==> src/pakf_pkg.sv <==
package pakf_pkg;

	localparam int ADC_BITS_DEF = 12;
	localparam int ANG_W        = 16;
	localparam int VAR_W        = 32;
	localparam int SLOPE_W      = 32;
	localparam int GAIN_W       = 17;
	localparam int DIV_STEPS    = GAIN_W;
	localparam int DIV_CNT_W    = $clog2(DIV_STEPS);
	localparam int CFG_IDX_W    = 3;
	localparam int CFG_DATA_W   = 32;
	localparam int OUT_DATA_W   = 2 * ANG_W + VAR_W;

	typedef enum logic [CFG_IDX_W-1:0] {
		CFG_ADC_ORIGIN   = 3'd0,
		CFG_SLOPE        = 3'd1,
		CFG_ANGLE_OFFSET = 3'd2,
		CFG_MEAS_VAR     = 3'd3,
		CFG_PROC_VAR     = 3'd4,
		CFG_INIT_VAR     = 3'd5
	} cfg_idx_t;

	typedef enum logic [3:0] {
		ST_IDLE,
		ST_MAP,
		ST_RAW,
		ST_PRED,
		ST_DINIT,
		ST_DIV,
		ST_MULE,
		ST_MULV,
		ST_UPD,
		ST_OUT
	} state_t;

	typedef struct packed {
		logic load;
		logic map;
		logic raw;
		logic pred;
		logic dinit;
		logic dstep;
		logic mule;
		logic mulv;
		logic upd;
		logic oload;
	} cmd_t;

	typedef struct packed {
		logic div_last;
	} stat_t;

endpackage

==> src/pakf_ctrl.sv <==
module pakf_ctrl (
	input  logic           clk,
	input  logic           arst_n,
	input  logic           in_valid,
	output logic           in_ready,
	output logic           out_valid,
	input  logic           out_ready,
	input  pakf_pkg::stat_t stat,
	output pakf_pkg::cmd_t  cmd
);
	import pakf_pkg::*;

	state_t state_q, state_nxt;
	logic   out_valid_q;
	logic   out_free;

	assign out_free = !out_valid_q || out_ready;

	always_comb begin
		state_nxt = state_q;
		case (state_q)
			ST_IDLE:  if (in_valid) state_nxt = ST_MAP;
			ST_MAP:   state_nxt = ST_RAW;
			ST_RAW:   state_nxt = ST_PRED;
			ST_PRED:  state_nxt = ST_DINIT;
			ST_DINIT: state_nxt = ST_DIV;
			ST_DIV:   if (stat.div_last) state_nxt = ST_MULE;
			ST_MULE:  state_nxt = ST_MULV;
			ST_MULV:  state_nxt = ST_UPD;
			ST_UPD:   state_nxt = ST_OUT;
			ST_OUT:   if (out_free) state_nxt = ST_IDLE;
			default:  state_nxt = ST_IDLE;
		endcase
	end

	always_comb begin
		cmd      = '0;
		in_ready = 1'b0;
		case (state_q)
			ST_IDLE: begin
				in_ready = 1'b1;
				cmd.load = in_valid;
			end
			ST_MAP:   cmd.map   = 1'b1;
			ST_RAW:   cmd.raw   = 1'b1;
			ST_PRED:  cmd.pred  = 1'b1;
			ST_DINIT: cmd.dinit = 1'b1;
			ST_DIV:   cmd.dstep = 1'b1;
			ST_MULE:  cmd.mule  = 1'b1;
			ST_MULV:  cmd.mulv  = 1'b1;
			ST_UPD:   cmd.upd   = 1'b1;
			ST_OUT:   cmd.oload = out_free;
			default:  cmd = '0;
		endcase
	end

	always_ff @(posedge clk or negedge arst_n) begin
		if (!arst_n) begin
			state_q     <= ST_IDLE;
			out_valid_q <= 1'b0;
		end else begin
			state_q <= state_nxt;
			// a new result replaces a taken one in the same cycle
			if (cmd.oload)
				out_valid_q <= 1'b1;
			else if (out_ready)
				out_valid_q <= 1'b0;
		end
	end

	assign out_valid = out_valid_q;

endmodule

==> config.mk <==
export PLATFORM = sky130hd
export DESIGN_NAME = pakf_ctrl
export DESIGN_NICKNAME = d
export VERILOG_FILES = /design/src/pakf_pkg.sv /design/src/pakf_ctrl.sv
export SDC_FILE = /design/constraint.sdc
export NUM_CORES = 1
export LEC_CHECK = 0
export BUFFER_PORTS_ARGS = -buffer_cell sky130_fd_sc_hd__buf_4
export CORE_AREA = 2 2 39 41
export CTS_CLUSTER_SIZE = 20
export DETAILED_ROUTE_END_ITERATION = 10
export DIE_AREA = 0 0 41 43
export PLACE_DENSITY_LB_ADDON = 0.12
export SYNTH_ARGS = -nofsm -noshare
export SYNTH_HDL_FRONTEND = slang
export SYNTH_SLANG_ARGS = --single-unit
==> constraint.sdc <==
create_clock -name clk -period 2.46 [get_ports clk]
set_input_delay 0.123 -clock clk [delete_from_list [all_inputs] [get_ports clk]]
set_output_delay 0.123 -clock clk [all_outputs]
set_load 0.01 [all_outputs]
==> out/metrics.csv <==
stage;metric;value;unit
status;run status;finished, final reports clean;
timing;setup ws final;0.968;ns
clocking;CTS resizes;0;
grt;global route total overflow;0;
place;DP HPWL;611;um
pwr;P_int;366;uW
setup_path;CP cell instances;nor4_4, and2_1, buf_4;
timing;Max-slew headroom;71.2;%
floorplan;chip width;41;um
setup_path;Crit path buffers/inverters;1;
pwr;combinational fraction of design power;51.5;%
worst_hold_path;Hold WC Path Type;in -> reg;
clocking;maximum clock path buffer count;2;
timing;final setup TNS;0;ns
drt;post-DR wirelength/cell;11.2;um
run;Max Cap Violations;0;
layout;Nets;63;
yosys;Yosys reg bits;5;
clocking;clock root buffer master;clkbuf_4;
setup_path;Largest stage delay, worst path;0.50;ns
timing;unrepaired setup endpoints after global routing;false;
place;IO Port Bufs;16;
setup_path;slowest CP cell;dfrtp_1;
pwr;clock share of power;14.3;%
setup_path;kind of critical path;reg -> out;
clocking;CTS clk-pin slew, worst paths;0.05;ns
setup_path;data required time of the worst path;2.34;ns
place;post-place instance area;487;um^2
setup_path;CP Launch Type;flip-flop;
drt;Initial DRT Pass Iterations;1;
grt;All-Layer GR Usage;11.2;%
yosys;Synth cell types;22;
yosys;Post-Synthesis Cell Area;370;um^2
timing;max-slew violation count;0;
clocking;CTS tree;built;
drt;initial DRC count;0;
pwr;Sw Pwr;289;uW
setup_path;crit-path max FO;8;
clocking;H-tree depth;1;
floorplan;FP Rows;14;
setup_path;Largest delay share family, worst path;simple AND/OR/NAND/NOR gates;
timing;Least-Margin Pin Slew;0.433;ns
layout;commonest cells after routing, fill and taps aside;16 x buf_4, 5 x nor3_1, 5 x dfrtp_1, 4 x nor2_1;
layout;layout cells sized above 1;43.9;%
place;worst slack at placement;1.20;ns
layout;P&R area growth vs syn;41.2;%
clocking;CTS buffer count;3;
floorplan;I/O pin count;17;
grt;first-pass GRT wire length;1.33;mm
grt;initial antenna violation count;0;
pwr;LEAKAGE;0.245;nW
drt;Antenna Nets Post-Route;0;
yosys;synth warn;0;
floorplan;Core Box Area;1380;um^2
floorplan;die span in y;43;um
drt;Routed WL;821;um
grt;pin count of the biggest net entering global routing;11;
pwr;pwr dens;1250;nW/um^2
drt;DRC;0;
layout;ANT cells;0;
layout;Layout fillers;163;
layout;commonest non-fill, non-tap cell in the layout;buf_4;
timing;Final Hold Fails;0;
pwr;sw frac;44.1;%
timing;fmax;670;MHz
grt;vias in the first global route;307;
floorplan;Initial Util;26.8;%
drt;vias per cell;4.47;
yosys;synthesized area per cell;9.50;um^2
timing;Min Clock Period, post-route;1.49;ns
place;Final Wtd Congestion;0.771;
timing;period utilisation layout;60.7;%
clocking;hold_buf cts;1;
yosys;Syn Nets;44;
pwr;Sequential Power Share;34.3;%
timing;clk_skew;0.00629;ns
setup_path;Critical Path End Type;primary output;
clocking;Skew-Pair Late Insertion Delay;0.24;ns
drt;via count;326;
floorplan;Total Die Area;1760;um^2
clocking;clk sinks;5;
timing;setup violation total in the final timing report;0;
setup_path;Worst EP arrival;1.37;ns
yosys;register area share after synthesis;33.8;%
clocking;Post CTS Setup Buffer Count;0;
yosys;Cells after Synth;39;
layout;post-route design area;523;um^2
pwr;IR drop worst, VDD;0.383;mV
## Yosys cell counts
master / count / area share [%]
a211o_1: 1 / 2.4
a21o_1: 1 / 2.0
a21oi_1: 2 / 2.7
a2bb2oi_1: 1 / 2.4
and2_1: 1 / 1.7
buf_2: 1 / 1.4
buf_4: 1 / 2.0
buf_6: 1 / 3.0
dfrtp_1: 5 / 34
inv_1: 2 / 2.0
nand2_2: 1 / 1.7
nand2b_1: 2 / 3.4
nand2b_4: 3 / 11
nand3b_1: 1 / 2.0
nor2_1: 4 / 4.1
nor3_1: 5 / 6.8
nor3_2: 1 / 2.7
nor3b_1: 1 / 2.0
nor4_4: 1 / 5.7
o21a_1: 1 / 2.0
o21ai_1: 2 / 2.7
xor2_1: 1 / 2.4
## logic make-up (layout without fill, tap and decap cells)
| group | count (synthesis) | count (layout) | synth area share (%) |
|---|---|---|---|
| simple gates | 20 | 20 | 41.2 |
| compound gates | 8 | 8 | 14.2 |
| flops | 5 | 5 | 33.8 |
| buf+inv | 5 | 23 | 8.45 |
| xor+xnor | 1 | 1 | 2.37 |
## layer usage
layer / vias to the layer above / routed length, um / track usage (%)
met5: - / 0 / 0
met4: 0 / 0 / 8.00
met3: 0 / 50 / 1.57
met2: 13 / 342 / 13.8
met1: 141 / 428 / 17.0
li1: 172 / - / -
## path summary, 6_finish.rpt
kind	to	startpoint	slack (ns)	cells past startpoint
setup / recovery	cmd[9]	state_q[0]	0.97	3
hold / removal	state_q[0]	in_valid	0.14	3
setup reg to reg	state_q[0]	state_q[3]	1.26	3
hold reg to reg	out_valid	out_valid	0.59	2
max in group asynchronous	state_q[2]	arst_n	2.13	2
min in group asynchronous	state_q[1]	arst_n	0.22	2
## flip-flops by register name, summed over array words and instances, names as in the netlist
| register | flops |
|---|---|
| state_q | 4 |
| out_valid | 1 |
## layout make-up
type / instances / area (um^2) / area share (%)
sequential: 5 / 125 / 23.9
clock buffer: 4 / 26.3 / 5.02
timing repair buffer: 17 / 130 / 24.9
inverter: 2 / 7.51 / 1.44
tap: 16 / 20.0 / 3.83
multi-input combinational: 29 / 214 / 40.9
## power groups by stage
stage / clock, mW / sequential [mW] / combinational [mW]
2_1_floorplan: 0 / 0.145 / 0.308
3_3_place_gp: 0 / 0.229 / 0.345
3_5_place_dp: 0 / 0.227 / 0.338
4_1_cts: 0.0980 / 0.227 / 0.343
5_1_grt: 0.0997 / 0.235 / 0.372
6_report: 0.0933 / 0.224 / 0.337
## metrics by stage
step | hold slack (ns) | power (mW) | instances | utilization (%)
after floorplan | -0.173 | 0.452 | 39 | -
after global placement | -0.0718 | 0.574 | 68 | 35.2
after detailed placement | -0.0725 | 0.565 | 68 | 35.2
after CTS | 0.135 | 0.668 | 73 | 37.8
after global routing | 0.157 | 0.707 | 73 | 37.8
final | 0.138 | 0.655 | 73 | 37.8
## worst min-delay path: cells and delay by family
kind	cells	cell delay, ns
buffers and inverters	2	0.15
AOI/OAI and AO/OA	1	0.06
Note: power is estimated with default switching activity, not from simulation.
