## src/pakf_pkg.sv

```systemverilog
package pakf_pkg;

	localparam int ADC_BITS_DEF = 12;
	localparam int ANG_W        = 16;
	localparam int VAR_W        = 32;
	localparam int SLOPE_W      = 32;
	localparam int GAIN_W       = 17;
	localparam int DIV_STEPS    = GAIN_W;
	localparam int DIV_CNT_W    = $clog2(DIV_STEPS);
	localparam int CFG_IDX_W    = 3;
	localparam int CFG_DATA_W   = 32;
	localparam int OUT_DATA_W   = 2 * ANG_W + VAR_W;

	typedef enum logic [CFG_IDX_W-1:0] {
		CFG_ADC_ORIGIN   = 3'd0,
		CFG_SLOPE        = 3'd1,
		CFG_ANGLE_OFFSET = 3'd2,
		CFG_MEAS_VAR     = 3'd3,
		CFG_PROC_VAR     = 3'd4,
		CFG_INIT_VAR     = 3'd5
	} cfg_idx_t;

	typedef enum logic [3:0] {
		ST_IDLE,
		ST_MAP,
		ST_RAW,
		ST_PRED,
		ST_DINIT,
		ST_DIV,
		ST_MULE,
		ST_MULV,
		ST_UPD,
		ST_OUT
	} state_t;

	typedef struct packed {
		logic load;
		logic map;
		logic raw;
		logic pred;
		logic dinit;
		logic dstep;
		logic mule;
		logic mulv;
		logic upd;
		logic oload;
	} cmd_t;

	typedef struct packed {
		logic div_last;
	} stat_t;

endpackage

```

## src/pakf_dp.sv

```systemverilog
module pakf_dp #(
	parameter int ADC_BITS = pakf_pkg::ADC_BITS_DEF
) (
	input  logic                            clk,
	input  logic                            arst_n,
	input  logic [ADC_BITS-1:0]             sample,
	input  logic                            cfg_we,
	input  logic [pakf_pkg::CFG_IDX_W-1:0]  cfg_index,
	input  logic [pakf_pkg::CFG_DATA_W-1:0] cfg_data,
	input  pakf_pkg::cmd_t                  cmd,
	output pakf_pkg::stat_t                 stat,
	output logic [pakf_pkg::OUT_DATA_W-1:0] out_data
);
	import pakf_pkg::*;

	localparam int DIFF_W = ADC_BITS + 1;
	localparam int PROD_W = DIFF_W + SLOPE_W;
	localparam int ACC_W  = PROD_W + 1;
	localparam int REM_W  = VAR_W + 2;
	localparam int ERR_W  = ANG_W + 1;
	localparam int MULE_W = ERR_W + GAIN_W + 1;
	localparam int MULV_W = VAR_W + GAIN_W;
	localparam int SUME_W = ANG_W + 4;

	localparam logic signed [ACC_W-1:0]  ACC_MAX = ACC_W'(32767);
	localparam logic signed [ACC_W-1:0]  ACC_MIN = -ACC_W'(32768);
	localparam logic signed [SUME_W-1:0] EST_MAX = SUME_W'(32767);
	localparam logic signed [SUME_W-1:0] EST_MIN = -SUME_W'(32768);
	localparam logic [GAIN_W-1:0]        GAIN_ONE = GAIN_W'(65536);

	// configuration registers
	logic        [ADC_BITS-1:0] origin_q;
	logic signed [SLOPE_W-1:0]  slope_q;
	logic signed [ANG_W-1:0]    offset_q;
	logic        [VAR_W-1:0]    meas_q;
	logic        [VAR_W-1:0]    proc_q;
	logic        [VAR_W-1:0]    init_q;

	// filter state
	logic signed [ANG_W-1:0] est_q;
	logic        [VAR_W-1:0] var_q;
	logic                    seeded_q;

	// working registers
	logic        [ADC_BITS-1:0]  sample_q;
	logic signed [PROD_W-1:0]    prod_q;
	logic signed [ANG_W-1:0]     raw_q;
	logic        [VAR_W-1:0]     p_q;
	logic        [REM_W-1:0]     rem_q;
	logic        [REM_W-1:0]     den_q;
	logic        [GAIN_W-1:0]    dsh_q;
	logic        [GAIN_W-1:0]    quot_q;
	logic        [DIV_CNT_W-1:0] cnt_q;
	logic                        dz_q;
	logic signed [MULE_W-1:0]    mule_q;
	logic        [MULV_W-1:0]    mulv_q;

	logic [ANG_W-1:0] o_est_q;
	logic [ANG_W-1:0] o_raw_q;
	logic [VAR_W-1:0] o_var_q;

	logic signed [DIFF_W-1:0] diff_w;
	logic signed [ACC_W-1:0]  acc_w;
	logic signed [ACC_W-1:0]  rsh_w;
	logic signed [ANG_W-1:0]  raw_sat_w;
	logic        [VAR_W:0]    psum_w;
	logic        [REM_W-1:0]  trial_w;
	logic        [GAIN_W-1:0] k_w;
	logic        [GAIN_W-1:0] kc_w;
	logic signed [ERR_W-1:0]  err_w;
	logic signed [MULE_W-1:0] stp_w;
	logic signed [SUME_W-1:0] sum_e_w;
	logic signed [ANG_W-1:0]  est_new_w;
	logic        [MULV_W-1:0] vr_w;

	always_comb begin
		diff_w = $signed({1'b0, sample_q}) - $signed({1'b0, origin_q});
		acc_w  = ACC_W'(prod_q) + (ACC_W'(offset_q) <<< 12);
		// round half up to q3.12
		rsh_w  = (acc_w + ACC_W'(2048)) >>> 12;
		if (rsh_w > ACC_MAX)
			raw_sat_w = 16'sh7fff;
		else if (rsh_w < ACC_MIN)
			raw_sat_w = -16'sh8000;
		else
			raw_sat_w = rsh_w[ANG_W-1:0];

		psum_w  = {1'b0, var_q} + {1'b0, proc_q};
		trial_w = {rem_q[REM_W-2:0], dsh_q[GAIN_W-1]};

		k_w  = dz_q ? '0 : quot_q;
		kc_w = GAIN_ONE - k_w;

		err_w = ERR_W'(raw_q) - ERR_W'(est_q);
		stp_w = (mule_q + MULE_W'(32768)) >>> 16;
		sum_e_w = SUME_W'(est_q) + SUME_W'(stp_w);
		if (sum_e_w > EST_MAX)
			est_new_w = 16'sh7fff;
		else if (sum_e_w < EST_MIN)
			est_new_w = -16'sh8000;
		else
			est_new_w = sum_e_w[ANG_W-1:0];

		vr_w = mulv_q + MULV_W'(32768);
	end

	always_ff @(posedge clk or negedge arst_n) begin
		if (!arst_n) begin
			origin_q <= '0;
			slope_q  <= '0;
			offset_q <= '0;
			meas_q   <= '0;
			proc_q   <= '0;
			init_q   <= VAR_W'(65536);
			est_q    <= '0;
			var_q    <= '0;
			seeded_q <= 1'b0;
			cnt_q    <= '0;
		end else begin
			if (cfg_we) begin
				case (cfg_idx_t'(cfg_index))
					CFG_ADC_ORIGIN:   origin_q <= cfg_data[ADC_BITS-1:0];
					CFG_SLOPE:        slope_q  <= cfg_data;
					CFG_ANGLE_OFFSET: offset_q <= cfg_data[ANG_W-1:0];
					CFG_MEAS_VAR:     meas_q   <= cfg_data;
					CFG_PROC_VAR:     proc_q   <= cfg_data;
					CFG_INIT_VAR:     init_q   <= cfg_data;
					default: ;
				endcase
			end
			// first sample seeds the filter
			if (cmd.raw && !seeded_q) begin
				est_q    <= raw_sat_w;
				var_q    <= init_q;
				seeded_q <= 1'b1;
			end
			if (cmd.dinit)
				cnt_q <= '0;
			else if (cmd.dstep)
				cnt_q <= cnt_q + 1'b1;
			if (cmd.upd) begin
				est_q <= est_new_w;
				var_q <= vr_w[VAR_W+15:16];
			end
		end
	end

	always_ff @(posedge clk) begin
		if (cmd.load)
			sample_q <= sample;
		if (cmd.map)
			prod_q <= diff_w * slope_q;
		if (cmd.raw)
			raw_q <= raw_sat_w;
		if (cmd.pred)
			p_q <= psum_w[VAR_W] ? '1 : psum_w[VAR_W-1:0];
		// gain = floor(p * 2^16 / (p + meas)), restoring, one bit a cycle
		if (cmd.dinit) begin
			den_q  <= REM_W'(p_q) + REM_W'(meas_q);
			rem_q  <= REM_W'(p_q >> 1);
			dsh_q  <= {p_q[0], {(GAIN_W-1){1'b0}}};
			quot_q <= '0;
			dz_q   <= (p_q == '0) && (meas_q == '0);
		end else if (cmd.dstep) begin
			dsh_q <= dsh_q << 1;
			if (trial_w >= den_q) begin
				rem_q  <= trial_w - den_q;
				quot_q <= {quot_q[GAIN_W-2:0], 1'b1};
			end else begin
				rem_q  <= trial_w;
				quot_q <= {quot_q[GAIN_W-2:0], 1'b0};
			end
		end
		if (cmd.mule)
			mule_q <= err_w * $signed({1'b0, k_w});
		if (cmd.mulv)
			mulv_q <= MULV_W'(p_q) * MULV_W'(kc_w);
		if (cmd.oload) begin
			o_est_q <= est_q;
			o_raw_q <= raw_q;
			o_var_q <= var_q;
		end
	end

	assign stat.div_last = (cnt_q == DIV_CNT_W'(DIV_STEPS - 1));
	assign out_data      = {o_var_q, o_raw_q, o_est_q};

endmodule

```

## config.mk

```make
export PLATFORM = sky130hd
export DESIGN_NAME = pakf_dp
export DESIGN_NICKNAME = d
export VERILOG_FILES = /design/src/pakf_pkg.sv /design/src/pakf_dp.sv
export SDC_FILE = /design/constraint.sdc
export NUM_CORES = 2
export LEC_CHECK = 0
export BUFFER_PORTS_ARGS = -buffer_cell sky130_fd_sc_hd__buf_2
export CAP_MARGIN = 20
export CORE_UTILIZATION = 50
export DETAILED_ROUTE_END_ITERATION = 7
export PLACE_DENSITY_LB_ADDON = 0.25
export SKIP_LAST_GASP = 1
export SLEW_MARGIN = 30
export SYNTH_ARGS = -nofsm -noshare
export SYNTH_HDL_FRONTEND = slang
export SYNTH_SLANG_ARGS = --single-unit
```

## constraint.sdc

```tcl
create_clock -name clk -period 10.8 [get_ports clk]
set_clock_uncertainty 0.2 [all_clocks]
set_input_delay 2.16 -clock clk [delete_from_list [all_inputs] [get_ports clk]]
set_output_delay 2.16 -clock clk [all_outputs]
set_load 0.005 [all_outputs]
```

==> summary.md <==
| Metric | Value |
|---|---|
| Status | `finished, final reports clean` |
| Drt via density | `5.53` |
| Post-CTS setup buffer count | `0` |
| Flip-flop and latch area | `14000 sq um` |
| Worst Setup Slack, final | `approximately 700 ps` |
| Crit Reg-Reg Startpoint | `dz_q$_DFFE_PP_` |
| CP required | `11070 ps` |
| Worst-Margin Slew | `1090 ps` |
| CP peak stage delay | `630 ps` |
| Tmin final | `10100 ps` |
| Register area share after synthesis | `around a fifth` |
| Area of the multi-input gates | `47100 sq um` |
| TNS Setup | `0 ps` |
| Unrepaired setup endpoints after global routing | `false` |
| Via Count | `48.6k` |
| Grt total ovfl | `0` |
| Setup violators final | `0` |
| Placed Instances | `8662` |
| Num rows | `about 130` |
| Startpoint types | `flip-flop` |
| Number of enable flip-flop cells after synthesis | `around 280` |
| Post-synth top cells | `1233 x inv_1, 1046 x fa_1, 1000 x nand2_1` |
| Initial antenna violation count | `7` |
| First-pass GRT wire length | `284000 microns` |
| Metal-1 WL | `72400 microns` |
| Filler-free cell count of the finished design | `8776` |
| Ys async rst share | `41.5%` |
| Synth Flop Type | `edfxtp_1` |
| Post-Place Cell Area | `between 60000 and 70000 sq um` |
| Gpl congestion | `around 0.94` |
| H-tree depth | `2` |
| Clock transition at path regs | `70 ps` |
| Final Slew Violations | `0` |
| Core footprint | `around 130000 sq um` |
| Die area | `135000 sq um` |
| Wire per inst | `20.0 microns` |
| Largest net degree at the start of global routing | `between 100 and 150` |
| Die W | `367 microns` |
| Arr. time, crit path | `roughly 10000 ps` |
| DRC viols | `0` |
| Design area | `a little over 70000 sq um` |
| CP Launch Point | `dz_q$_DFFE_PP_` |
| Mapped Avg Cell Area | `9.56 sq um` |
| Tcrit/Tclk final | `93.5%` |
| Critical path's slowest cell | `a221oi_1` |
| Syn. warnings | `0` |
| Detail Route met3 WL | `about 14000 microns` |
| Ports | `between 100 and 150` |
| Pre-CTS WS | `769 ps` |
| CTS-repair resized insts | `0` |
| Hold WC Path Type | `reg -> reg` |
| Yosys reg bits | `506` |
| CP Class | `reg -> reg` |
| CTS buffer count | `59` |
| Fillers | `11.8k` |
| Area of the mapped netlist | `~67000 sq um` |
| Unique masters post-synth | `96` |
| Port buffer count | `124` |
| WL met2 | `81900 microns` |
| DRT iter0 DRCs | `around 3.5k` |
| Synthesized Nets | `approximately 8.6k` |
| Num Clock Sinks | `slightly above 500` |
| CTS tree | `built` |
| Root Buffer | `clkbuf_16` |
| Top-area cell type share of the netlist area | `a little under a third` |
| CTS Hold Buffers Added | `0` |
| Critical Path Most Common Cell | `fa_1` |
| Largest cells by area after synthesis | `fa_1 31%, edfxtp_1 12%, ha_1 9.8%` |
| Share of cells above drive strength 1 | `8.33%` |
| Crit end category | `flip-flop` |
| HPWL Detailed | `about 140000 microns` |
| All-Layer GR Usage | `26.9%` |
| Routed WL | `175000 microns` |
| Crit path max-delay family | `adder cells` |
| Slew margin rel. | `27.1%` |
| Crit path max fanout | `31` |
| Area Growth Syn to Fin | `7.40%` |
| Max Clk Rate | `0.0990 GHz` |
| Clk_lat worst skew | `about 710 ps` |
| Initial core utilization | `roughly 50%` |
| Area leader, netlist | `fa_1` |
| Final hold viol count | `0` |
| Height of the die | `367 microns` |
| Min-delay src | `raw_q[0]$_DFFE_PP_` |
| Max-Cap Viols | `0` |
| Post-Synthesis Cells | `6972` |
| Worst Path Buf+Inv | `5` |
| Buffer depth of the longest clock path | `3` |
| Highest metal layer with signal wires | `met5` |
| Vias in the first global route | `51.2k` |
| # nets final | `8598` |
| Number of detailed-route iterations in the first pass | `8` |
| Top-count cell post-synth | `inv_1` |
| Antenna viol nets, final | `0` |
final timing paths:
check / end / slack [ps] / depth (start not counted)
worst max-delay path: mulv_q[41]$_DFFE_PP_ / 700 / 29
worst min-delay path: o_raw_q[0]$_DFFE_PP_ / 240 / 0
worst max register to register: mulv_q[41]$_DFFE_PP_ / 700 / 29
worst min register to register: o_raw_q[0]$_DFFE_PP_ / 240 / 0
max in group asynchronous: cnt_q[0]$_DFFE_PN0P_ / 7120 / 4
min in group asynchronous: offset_q[13]$_DFFE_PN0P_ / 1140 / 1
flip-flops by register name (all words and copies together) (netlist names), 16 cells and up:
name,count
den_q,33
est_q,16
init_q,32
meas_q,32
mule_q,20
mulv_q,33
o_est_q,16
o_raw_q,16
o_var_q,32
offset_q,16
p_q,32
proc_q,32
prod_q,34
quot_q,17
raw_q,16
rem_q,33
slope_q,32
var_q,32
routing by layer:
metal | vias to the layer above | GRT usage, %
li1 | 22000 | -
met1 | 24500 | 35.8
met2 | 1689 | 43.6
met3 | 353 | 5.17
met4 | 2 | 9.73
met5 | - | 0
final cells by class:
class                           instances  area share [%]
Antenna cell                            1         0.00350
Clock buffer                           77            2.32
Clock inverter                         35           0.580
Inverter                             1234            6.47
Multi-Input combinational cell       4925            65.9
Sequential cell                       506            19.5
Tap cell                             1755            3.07
Timing Repair Buffer                  243            2.18
metrics by stage:
step	hold WS [ps]	utilization (%)
detailed placement	234	52.7
CTS	245	54.3
global placement	235	52.6
finish	242	54.3
floorplan	226	-
global route	272	54.3
logic make-up after synthesis:
group           synth area share (%)
mux                             3.32
buf+inv                         8.71
xor+xnor                        3.69
flops                           20.9
simple gates                    14.4
compound gates                  7.67
fa+ha+maj                       41.2
placed cells by master (no fill, tap or decap), types with 12 or more instances in the layout:
cell type,synthesis,routed
nor4_1,26,25
buf_2,8,120
or2_2,17,17
dfrtp_1,209,209
nand4_1,46,46
a21oi_1,223,223
o21a_1,46,46
a21o_1,95,95
clkbuf_16,0,62
edfxtp_1,277,277
or3_1,13,13
a31oi_1,22,22
nor2b_1,94,92
and2_1,235,235
ha_1,523,523
nor2_1,365,355
a211oi_1,40,40
mux2i_1,50,50
xnor2_1,187,171
nor3_1,64,63
nand2b_1,86,85
nand3_1,56,55
buf_4,1,119
a21boi_0,16,16
mux2_2,152,152
xnor2_2,0,14
nand2_1,1000,1000
o21bai_1,31,31
fa_1,1046,1046
o211ai_1,12,12
dfxtp_1,19,19
o31ai_1,13,12
xor2_1,94,91
and3_1,43,43
inv_1,1233,1233
o21ai_0,175,174
Power is not shown: default switching activity piles up to over one toggle a cycle in this logic, so the estimate is an artifact.
